File: src/gls_div.sv
// Radix-2 restoring divider for the minor-axis step: (num << FRAC_BITS) / den, num <= den.
`default_nettype none

module gls_div #(
    parameter int FRAC_BITS = 16,
    parameter int LEN_W     = 10
) (
    input  wire logic                 clk,
    input  wire logic                 rst_n,
    input  wire logic                 start,
    input  wire logic [LEN_W-1:0]     num,
    input  wire logic [LEN_W-1:0]     den,
    output logic                      done,
    output logic      [FRAC_BITS:0]   quot
);

    localparam int CNT_W = $clog2(FRAC_BITS + 1);

    logic               busy_reg;
    logic               done_reg;
    logic [CNT_W-1:0]   cnt_reg;
    logic [LEN_W-1:0]   den_reg;
    logic [LEN_W-1:0]   rem_reg;
    logic [FRAC_BITS:0] quot_reg;
    logic [LEN_W:0]     rem_shift;
    logic               q_bit;
    logic [LEN_W:0]     rem_sub;

    always_comb
    begin
        rem_shift = {rem_reg, 1'b0};
        q_bit     = (rem_shift >= {1'b0, den_reg});
        rem_sub   = rem_shift - {1'b0, den_reg};
    end

    always_ff @(posedge clk or negedge rst_n)
    begin
        if (!rst_n)
        begin
            busy_reg <= 1'b0;
            done_reg <= 1'b0;
            cnt_reg  <= '0;
            den_reg  <= '0;
            rem_reg  <= '0;
            quot_reg <= '0;
        end
        else
        begin
            done_reg <= !start && busy_reg && (cnt_reg == CNT_W'(1));
            if (start)
            begin
                busy_reg <= 1'b1;
                cnt_reg  <= CNT_W'(FRAC_BITS);
                den_reg  <= den;
                if (num == den)
                begin
                    rem_reg  <= '0;
                    quot_reg <= (FRAC_BITS + 1)'(1);
                end
                else
                begin
                    rem_reg  <= num;
                    quot_reg <= '0;
                end
            end
            else if (busy_reg)
            begin
                rem_reg  <= q_bit ? rem_sub[LEN_W-1:0] : rem_shift[LEN_W-1:0];
                quot_reg <= {quot_reg[FRAC_BITS-1:0], q_bit};
                cnt_reg  <= cnt_reg - CNT_W'(1);
                if (cnt_reg == CNT_W'(1))
                begin
                    busy_reg <= 1'b0;
                end
            end
        end
    end

    assign done = done_reg;
    assign quot = quot_reg;

endmodule

`default_nettype wire

File: config.mk
export PLATFORM = sky130hd
export DESIGN_NAME = gls_div
export DESIGN_NICKNAME = d
export VERILOG_FILES = /design/src/gls_div.sv
export SDC_FILE = /design/constraint.sdc
export NUM_CORES = 1
export LEC_CHECK = 0
export BUFFER_PORTS_ARGS = -buffer_cell sky130_fd_sc_hd__buf_2
export CAP_MARGIN = 10
export CELL_PAD_IN_SITES_DETAIL_PLACEMENT = 0
export CELL_PAD_IN_SITES_GLOBAL_PLACEMENT = 1
export CORE_ASPECT_RATIO = 1.5
export CORE_MARGIN = 3
export CORE_UTILIZATION = 30
export CTS_CLUSTER_SIZE = 25
export DETAILED_ROUTE_END_ITERATION = 12
export PLACE_DENSITY = 0.64
export SLEW_MARGIN = 10
export SYNTH_ARGS = -nofsm -noshare
export SYNTH_HDL_FRONTEND = slang
export SYNTH_SLANG_ARGS = --single-unit
File: constraint.sdc
create_clock -name clk -period 2.3 [get_ports clk]
set_input_delay 0.23 -clock clk [delete_from_list [all_inputs] [get_ports clk]]
set_output_delay 0.23 -clock clk [all_outputs]
set_load 0.02 [all_outputs]
==> impl_metrics.py, run 1 <==
metrics = {
    "sta": {
        "slew_violations": 0,
        "rsz0062_at_grt": "false",
        "fin_setup_tns_ps": 0,
        "relSlewSlack_pct": 61.2,
        "finalClockSkew_ps": 4.06,
        "fin_crit_sh_pct": 95.4,
        "final-hold-violation-count": 0,
        "tightest_slew_ps": 580,
        "setup_viol": 0,
        "whs_ps": 33.3,
        "max_freq_mhz": 456,
        "fin_crit_ps": 2190,
    },
    "clock_network": {
        "ctsHoldBuffers": 0,
        "h-tree-depth": 2,
        "cts_buffer_depth": 2,
        "cts_root_buf": "clkbuf_16",
        "cts_resized": 0,
        "clkLatencyLatePin_ps": 280,
        "post_cts_buffers": 0,
        "cts_buffers": 5,
        "cts_tree": "yes",
        "cts_sinks": 44,
        "clk_pin_slew_ps": 60,
    },
    "floorplan": {
        "die_w_um": 80.2,
        "coreArea_um2": 8010,
        "core.rowCount": 40,
        "start_util_pct": 30.9,
        "dieArea_um2": 9400,
        "ios": 41,
        "fp.dieH_um": 117,
    },
    "worst_setup_path": {
        "slowest_delay_ps": 500,
        "worstReg2RegEnd": "rem_reg[8]$_DFFE_PN0P_",
        "cp-start-kind": "register",
        "path_cells": "inv_1, fa_1, a211oi_1, o21bai_1, a221oi_2, xnor2_1, a32oi_1, o21ai_0",
        "crit_required_ps": 2450,
        "worstPathMaxFanout": 3,
        "worst_setup_path_end_kind": "register",
        "reg2reg_slack_ps": 110,
        "rr_worst_depth": 8,
        "r2r-start": "den_reg[0]$_DFFE_PN0P_",
        "cp_slowest_cell": "fa_1",
        "worstSetupPathType": "reg2reg",
        "cp_data_arrival_time_ps": 2340,
    },
    "yosys": {
        "synth_area_um2": 2480,
        "yosysWarnings": 0,
        "syn_avg_cell_area_um2": 9.90,
        "synthArstFlopShare_pct": 100,
        "syn_inst": 250,
        "seq_area_frac_synth_pct": 44.5,
        "synth_ff_type": "dfrtp_1",
        "synth_seq_cells": 44,
        "ys_types": 40,
        "synth_edf_count": 0,
        "syn_nets": 286,
    },
    "final_layout": {
        "area.growth.synth_to_final_pct": 21.5,
        "nets": 330,
        "fillers": 848,
        "drive_gt1_share_pct": 22.4,
        "largest_reg_flops": 17,
        "utilization_pct": 37.6,
        "diodes": 0,
        "stdcell_area_um2": 3010,
    },
    "job": {
        "cap_violations": 0,
    },
    "global_routing": {
        "grt_overflow": 0,
        "grt_pass1_wl_mm": 9.72,
        "grt_start_max_net_pins": 45,
        "first_global_vias": 2013,
        "track_usage_pct": 13.2,
        "antenna_found_initial": 0,
    },
    "power_and_ir_drop": {
        "p_sw_share_pct": 36.2,
        "power_leakage_nw": 1.56,
        "power_switching_mw": 1.20,
        "powerDensity_nw_per_um2": 1100,
        "power_frac_clock_pct": 26.3,
        "intPower_mw": 2.11,
        "p_comb_share_pct": 42.4,
        "seqPwrFrac_pct": 31.3,
        "peakVddDrop_v": 0.000476,
    },
    "placement": {
        "postPlaceCellArea_um2": 2810,
        "dpl.hpwl_mm": 4.22,
        "place_congestion": 0.815,
        "port_buffers": 40,
    },
    "detailed_routing": {
        "drt_pre_antenna_iters": 4,
        "antenna_left": 0,
        "vias": 1926,
        "drtIter0Drc": 67,
        "wl_per_cell_um": 14.7,
        "totalWireLength_mm": 5.88,
        "drc": 0,
        "viasPerCell": 4.82,
    },
    "run_status": {
        "status": "finished clean",
    },
    "hold_path": {
        "worstHoldPathType": "in2async",
    },
}
## cell usage after synthesis, types with 2 or more instances
| master | instances | area, um2 |
|---|---|---|
| a211oi_1 | 2 | 15.0 |
| a21o_1 | 2 | 15.0 |
| a21oi_1 | 11 | 55.1 |
| a22oi_1 | 7 | 52.6 |
| buf_1 | 2 | 7.51 |
| clkbuf_1 | 6 | 22.5 |
| dfrtp_1 | 44 | 1100 |
| ha_1 | 12 | 150 |
| inv_1 | 17 | 63.8 |
| mux2i_1 | 22 | 220 |
| nand2_1 | 24 | 90.1 |
| nand2b_1 | 2 | 12.5 |
| nand3_1 | 2 | 10.0 |
| nor2_1 | 28 | 105 |
| nor3_1 | 3 | 15.0 |
| nor4_1 | 3 | 18.8 |
| o21ai_0 | 14 | 70.1 |
| o21ai_1 | 6 | 30.0 |
| o21bai_1 | 2 | 15.0 |
| o31ai_4 | 2 | 42.5 |
| xnor2_1 | 11 | 96.3 |
| xor2_1 | 10 | 87.6 |
## kinds of logic after synthesis
logic type | after synthesis | synth area share, %
simple gates | 67 | 11.9
compound gates | 56 | 15.8
flops | 44 | 44.5
buf+inv | 26 | 3.99
mux | 23 | 9.50
xor+xnor | 21 | 7.43
fa+ha+maj | 13 | 6.87
## layer usage
layer	routed length, um	up-vias	GRT usage [%]
met4	143	0	5.07
li1	-	954	-
met2	2880	48	22.8
met5	0	-	0
met3	320	13	3.22
met1	2540	911	15.8
## worst max-delay path, delay by kind of cell, from the launching register on
family / cells / cell delay (ps)
buffers and inverters: 1 / 90
AOI/OAI and AO/OA: 5 / 1030
adders and majority gates: 1 / 500
DFF: 1 / 360
xor gates and xnor gates: 1 / 90
## area by class of cell
| class | count | area [um2] | share of cell area (%) |
|---|---|---|---|
| tap | 105 | 131 | 4.37 |
| sequential | 44 | 1100 | 36.6 |
| clock inverter | 1 | 30.0 | 0.998 |
| timing repair buffer | 45 | 238 | 7.90 |
| multi-input combinational | 181 | 1290 | 42.9 |
| clock buffer | 7 | 153 | 5.07 |
| inverter | 17 | 63.8 | 2.12 |
## placed cells by master, fill, tap and decap left out, drive strengths merged, types with 2 or more instances in the layout
cell,netlist,routed
nand2b,2,2
a211oi,2,2
nor2,28,28
nor4,3,3
clkbuf,6,7
a22oi,7,7
buf,3,45
a21oi,13,14
inv,17,17
o21bai,2,2
nor3,3,3
o21ai,20,20
xnor2,11,11
nor2b,2,2
xor2,10,10
mux2i,22,22
dfrtp,44,44
o31ai,3,3
a21o,3,3
nand2,25,25
ha,12,12
nand3,2,2
## per-stage QoR
stage	power, mW	cells	setup WS [ps]
after floorplan	2.11	250	341
after global placement	2.40	391	106
after detailed placement	2.42	391	103
after CTS	3.30	399	78.6
after global routing	3.55	400	7.25
final	3.31	400	106
## power by group through the flow
stage | sequential, mW | clock [mW] | combinational (mW)
detailed placement | 1.05 | 0 | 1.37
global placement | 1.05 | 0 | 1.36
CTS | 1.04 | 0.891 | 1.37
global route | 1.06 | 0.924 | 1.57
floorplan | 1.03 | 0 | 1.08
finish | 1.04 | 0.871 | 1.40
## worst max path at each step
stage                                start                endpoint  slack [ps]  cells past startpoint
global placement    den_reg[0]$_DFFE_PN0P_  rem_reg[8]$_DFFE_PN0P_         110                      8
CTS                 den_reg[0]$_DFFE_PN0P_  rem_reg[8]$_DFFE_PN0P_          80                      8
detailed placement  den_reg[0]$_DFFE_PN0P_  rem_reg[8]$_DFFE_PN0P_         100                      8
global route        den_reg[0]$_DFFE_PN0P_  rem_reg[8]$_DFFE_PN0P_           7                      8
finish              den_reg[0]$_DFFE_PN0P_  rem_reg[8]$_DFFE_PN0P_         110                      8
floorplan           rem_reg[1]$_DFFE_PN0P_  rem_reg[7]$_DFFE_PN0P_         340                      6
(Power assumes the default switching activity.)
==> run 2: changes to the inputs <==
--- a/config.mk
+++ b/config.mk
@@ -14,6 +14,7 @@
 export CORE_UTILIZATION = 30
 export CTS_CLUSTER_SIZE = 25
 export DETAILED_ROUTE_END_ITERATION = 12
+export MAX_ROUTING_LAYER = met4
 export PLACE_DENSITY = 0.64
 export SLEW_MARGIN = 10
 export SYNTH_ARGS = -nofsm -noshare
==> constraint.sdc (replaced) <==
create_clock -name clk -period 2.3 [get_ports clk]
set_input_delay 0.115 -clock clk [delete_from_list [all_inputs] [get_ports clk]]
set_output_delay 0.115 -clock clk [all_outputs]
set_load 0.02 [all_outputs]
==> run 2 against run 1 <==
Against the previous run: count of clock-buffer cells in the layout stayed put; clock power hardly changed; highest routed layer unchanged; critical endpoint unchanged; clock skew is essentially flat.
==> impl_metrics.py, run 2 (synthesized netlist as in run 1, its figures left out) <==
metrics = {
    "run_status": {
        "status": "finished clean",
    },
    "floorplan": {
        "dieArea_um2": 9400,
        "start_util_pct": 30.9,
        "ios": 41,
        "core.rowCount": 40,
        "fp.dieH_um": 117,
        "die_w_um": 80.2,
        "coreArea_um2": 8010,
    },
    "detailed_routing": {
        "vias": 1921,
        "wl_per_cell_um": 14.7,
        "drt_pre_antenna_iters": 4,
        "antenna_left": 0,
        "totalWireLength_mm": 5.89,
        "drc": 0,
        "drtIter0Drc": 75,
        "viasPerCell": 4.79,
    },
    "clock_network": {
        "cts_root_buf": "clkbuf_16",
        "cts_buffers": 5,
        "clkLatencyLatePin_ps": 280,
        "clk_pin_slew_ps": 60,
        "post_cts_buffers": 0,
        "cts_buffer_depth": 2,
        "h-tree-depth": 2,
        "cts_sinks": 44,
        "cts_tree": "yes",
    },
    "power_and_ir_drop": {
        "power_frac_clock_pct": 26.3,
        "peakVddDrop_v": 0.000476,
        "powerDensity_nw_per_um2": 1100,
        "power_switching_mw": 1.20,
        "intPower_mw": 2.11,
        "seqPwrFrac_pct": 31.3,
        "p_comb_share_pct": 42.4,
        "p_sw_share_pct": 36.2,
        "power_leakage_nw": 1.56,
    },
    "worst_setup_path": {
        "worstPathMaxFanout": 3,
        "cp_slowest_cell": "fa_1",
        "slowest_delay_ps": 500,
        "rr_worst_depth": 8,
        "path_cells": "inv_1, fa_1, a211oi_1, o21bai_1, a221oi_2, xnor2_1, a32oi_1, o21ai_0",
        "worst_setup_path_end_kind": "register",
        "cp_data_arrival_time_ps": 2340,
        "cp-start-kind": "register",
        "worstReg2RegEnd": "rem_reg[8]$_DFFE_PN0P_",
        "worstSetupPathType": "reg2reg",
        "crit_required_ps": 2450,
        "r2r-start": "den_reg[0]$_DFFE_PN0P_",
        "reg2reg_slack_ps": 110,
    },
    "sta": {
        "fin_crit_ps": 2190,
        "final-hold-violation-count": 0,
        "rsz0062_at_grt": "false",
        "fin_crit_sh_pct": 95.3,
        "slew_violations": 0,
        "relSlewSlack_pct": 61.2,
        "max_freq_mhz": 456,
        "setup_viol": 0,
        "fin_setup_tns_ps": 0,
        "tightest_slew_ps": 580,
        "finalClockSkew_ps": 4.37,
    },
    "job": {
        "cap_violations": 0,
    },
    "final_layout": {
        "nets": 331,
        "diodes": 0,
        "drive_gt1_share_pct": 22.3,
        "stdcell_area_um2": 3020,
        "area.growth.synth_to_final_pct": 21.9,
        "final_cell_mix": "dfrtp_1, buf_2, nor2_1, nand2_1, mux2i_1",
        "largest_reg_flops": 17,
        "final_common_cell": "dfrtp_1",
    },
    "global_routing": {
        "grt_overflow": 0,
        "grt_pass1_wl_mm": 9.70,
        "grt_start_max_net_pins": 45,
        "antenna_found_initial": 0,
        "first_global_vias": 2013,
        "track_usage_pct": 13.6,
    },
    "hold_path": {
        "min_to": "den_reg[7]$_DFFE_PN0P_",
        "worstHoldPathType": "in2reg",
        "hold_start": "den[7]",
        "holdPathStages": 3,
    },
    "placement": {
        "port_buffers": 40,
        "postPlaceCellArea_um2": 2810,
        "place_congestion": 0.828,
        "dpl.hpwl_mm": 4.22,
    },
}
-- run 2: cell count changes in the layout (fill, tap and decap cells not counted) --
cell / change
dlygate4sd3_1: +1
-- run 2: metrics by stage --
step	setup slack, ps	hold WS [ps]	power [mW]	utilization [%]	std cells
after detailed placement	103	238	2.42	35.1	391
after CTS	78.6	64.2	3.30	37.5	400
after global routing	7.25	70.5	3.55	37.7	401
after floorplan	341	-181	2.11	-	250
after global placement	106	241	2.40	35.1	391
final	107	67.5	3.31	37.7	401
-- run 2: critical path, delay by kind of cell, from the launching register on --
| kind | cells | cell delay (ps) |
|---|---|---|
| AOI/OAI and AO/OA | 5 | 1030 |
| adders and majority gates | 1 | 500 |
| DFF | 1 | 360 |
| xor gates and xnor gates | 1 | 100 |
| buffers and inverters | 1 | 90 |
-- run 2: area by class of cell --
cell class | count | area, um2
sequential | 44 | 1100
multi-input combinational | 181 | 1290
inverter | 17 | 63.8
tap | 105 | 131
timing repair buffer | 46 | 248
clock buffer | 7 | 153
clock inverter | 1 | 30.0
fill | 847 | 4990
-- run 2: worst max path at each step --
| stage | startpoint | end | slack [ps] | depth (start not counted) |
|---|---|---|---|---|
| 2_1_floorplan | rem_reg[1]$_DFFE_PN0P_ | rem_reg[7]$_DFFE_PN0P_ | 340 | 6 |
| 3_5_place_dp | den_reg[0]$_DFFE_PN0P_ | rem_reg[8]$_DFFE_PN0P_ | 100 | 8 |
| 6_report | den_reg[0]$_DFFE_PN0P_ | rem_reg[8]$_DFFE_PN0P_ | 110 | 8 |
| 4_1_cts | den_reg[0]$_DFFE_PN0P_ | rem_reg[8]$_DFFE_PN0P_ | 80 | 8 |
| 3_3_place_gp | den_reg[0]$_DFFE_PN0P_ | rem_reg[8]$_DFFE_PN0P_ | 110 | 8 |
| 5_1_grt | den_reg[0]$_DFFE_PN0P_ | rem_reg[8]$_DFFE_PN0P_ | 7 | 8 |
-- run 2: layer usage --
metal  track usage, %  wire [um]
met2             22.7       2860
met1             16.4       2630
met3             2.45        267
met4             5.07        135
met5                -          0
-- run 2: repair_timing --
item                                    in CTS  in global routing
hold endpoints to repair                    44                  0
resized for setup                            0                  1
endpoints found under the setup margin       0                  7
hold buffers                                 1                  0
-- run 2: power groups by stage --
stage | Sequential [mW] | Combinational [mW] | Clock [mW]
6_report | 1.04 | 1.40 | 0.871
5_1_grt | 1.06 | 1.57 | 0.924
4_1_cts | 1.04 | 1.38 | 0.891
3_5_place_dp | 1.05 | 1.37 | 0
3_3_place_gp | 1.05 | 1.36 | 0
2_1_floorplan | 1.03 | 1.08 | 0
==> run 3: changes to the inputs <==
--- a/config.mk
+++ b/config.mk
@@ -15,7 +15,7 @@
 export CTS_CLUSTER_SIZE = 25
 export DETAILED_ROUTE_END_ITERATION = 12
 export MAX_ROUTING_LAYER = met4
-export PLACE_DENSITY = 0.64
+export PLACE_DENSITY_LB_ADDON = 0.1
 export SLEW_MARGIN = 10
 export SYNTH_ARGS = -nofsm -noshare
 export SYNTH_HDL_FRONTEND = slang
==> run 3 against run 2 <==
Against the previous run: design area is 0.41% higher; power is 1.5% higher; hold slack got worse by 7.2 ps; first-iteration DRC count grew 5.3%; die area did not move; critical endpoint unchanged.
==> impl_metrics.py, run 3 (synthesized netlist as in run 1, its figures left out) <==
metrics = {
    "run_status": {
        "status": "finished clean",
    },
    "detailed_routing": {
        "drt_pre_antenna_iters": 4,
        "viasPerCell": 4.80,
        "antenna_left": 0,
        "vias": 1929,
        "drc": 0,
        "totalWireLength_mm": 6.31,
        "drtIter0Drc": 79,
        "wl_per_cell_um": 15.7,
    },
    "hold_path": {
        "worstHoldPathType": "in2reg",
        "min_to": "den_reg[9]$_DFFE_PN0P_",
        "holdPathStages": 3,
        "hold_start": "den[9]",
    },
    "sta": {
        "relSlewSlack_pct": 53.0,
        "setup_viol": 0,
        "max_freq_mhz": 463,
        "finalClockSkew_ps": 5.23,
        "fin_crit_ps": 2160,
        "tightest_slew_ps": 696,
        "final-hold-violation-count": 0,
        "fin_crit_sh_pct": 94.0,
        "slew_violations": 0,
        "fin_setup_tns_ps": 0,
    },
    "worst_setup_path": {
        "critPathBufInv": 1,
        "rr_worst_depth": 8,
        "path_depth": 8,
        "crit_required_ps": 2460,
        "cp_top_family": "compound AO/OA/AOI/OAI gates",
        "cp_data_arrival_time_ps": 2320,
        "reg2reg_slack_ps": 140,
        "cp_slowest_cell": "fa_1",
        "cp-start-kind": "register",
        "worstReg2RegEnd": "rem_reg[8]$_DFFE_PN0P_",
        "worst_setup_path_end_kind": "register",
        "slowest_delay_ps": 510,
        "worstPathMaxFanout": 3,
        "r2r-start": "den_reg[0]$_DFFE_PN0P_",
        "path_cells": "inv_1, fa_1, a211oi_2, o21bai_1, a221oi_2, xnor2_1, a32oi_1, o21ai_0",
        "worstSetupPathType": "reg2reg",
    },
    "floorplan": {
        "coreArea_um2": 8010,
        "dieArea_um2": 9400,
        "start_util_pct": 30.9,
        "fp.dieH_um": 117,
        "ios": 41,
        "die_w_um": 80.2,
        "core.rowCount": 40,
    },
    "global_routing": {
        "antenna_found_initial": 0,
        "grt_overflow": 0,
        "grt_pass1_wl_mm": 10.3,
        "grt_start_max_net_pins": 45,
        "track_usage_pct": 15.1,
        "first_global_vias": 2047,
    },
    "final_layout": {
        "nets": 332,
        "drive_gt1_share_pct": 22.9,
        "stdcell_area_um2": 3030,
        "area.growth.synth_to_final_pct": 22.4,
        "diodes": 0,
        "fillers": 862,
        "final_cell_mix": "dfrtp_1, buf_2, nor2_1, nand2_1, mux2i_1",
        "largest_reg_flops": 17,
        "final_common_cell": "dfrtp_1",
    },
    "power_and_ir_drop": {
        "powerDensity_nw_per_um2": 1110,
        "power_mw": 3.36,
        "peakVddDrop_v": 0.000445,
        "power_leakage_nw": 1.57,
    },
    "clock_network": {
        "clkLatencyLatePin_ps": 290,
        "cts_tree": "yes",
        "post_cts_buffers": 0,
        "cts_root_buf": "clkbuf_16",
        "clk_pin_slew_ps": 60,
        "h-tree-depth": 2,
        "cts_sinks": 44,
        "cts_buffers": 5,
        "cts_buffer_depth": 2,
    },
    "placement": {
        "port_buffers": 40,
        "postPlaceCellArea_um2": 2820,
        "place_congestion": 0.785,
        "dpl.hpwl_mm": 4.49,
    },
    "job": {
        "cap_violations": 0,
    },
}
## run 3: changes by cell type in the layout (fill, tap and decap cells not counted)
cell and delta:
buf_4 +1, a211oi_2 +1, a211oi_1 -1
## run 3: stage by stage
stage               worst slack (ps)  util, %  cells  hold WS [ps]
floorplan                        341        -    250          -181
global placement                30.3     35.2    392           260
detailed placement              60.2     35.2    392           263
CTS                             25.0     37.6    401          57.1
global route                   -5.06     37.8    402          63.6
finish                           138     37.8    402          60.3
## run 3: cell type report
| cell class | instances | area (um2) | area share, % |
|---|---|---|---|
| Inverter | 17 | 63.8 | 2.11 |
| Clock inverter | 1 | 30.0 | 0.991 |
| Timing Repair Buffer | 47 | 255 | 8.42 |
| Multi-Input combinational cell | 181 | 1300 | 42.8 |
| Tap cell | 105 | 131 | 4.34 |
| Sequential cell | 44 | 1100 | 36.3 |
| Clock buffer | 7 | 153 | 5.04 |
## run 3: repair_timing
item	CTS	global route
hold buffers	1	0
resized for setup	0	2
endpoints found under the setup margin	0	7
endpoints found under the hold margin	44	0
## run 3: worst max-delay path by stage
stage,from,end
2_1_floorplan,rem_reg[1]$_DFFE_PN0P_,rem_reg[7]$_DFFE_PN0P_
3_3_place_gp,den_reg[0]$_DFFE_PN0P_,rem_reg[8]$_DFFE_PN0P_
3_5_place_dp,den_reg[0]$_DFFE_PN0P_,rem_reg[8]$_DFFE_PN0P_
4_1_cts,den_reg[0]$_DFFE_PN0P_,rem_reg[8]$_DFFE_PN0P_
5_1_grt,den_reg[0]$_DFFE_PN0P_,rem_reg[8]$_DFFE_PN0P_
6_report,den_reg[0]$_DFFE_PN0P_,rem_reg[8]$_DFFE_PN0P_
## run 3: power by group
group	switching (mW)	internal (mW)
Combinational	0.802	0.639
Sequential	0.120	0.914
Clock	0.313	0.573
## run 3: layer usage
layer  global-route usage (%)  wire (um)  vias to the layer above
met5                        -          0                        -
met2                     25.3       3150                       43
li1                         -          -                      951
met1                     17.6       2840                      928
met3                     2.53        212                        7
met4                     6.65        113                        0
## run 3: worst min-delay path: cells and delay by family
family | cells | cell delay [ps]
buffers and inverters | 1 | 90
AOI/OAI and AO/OA | 1 | 60
and+or+nand+nor | 1 | 40
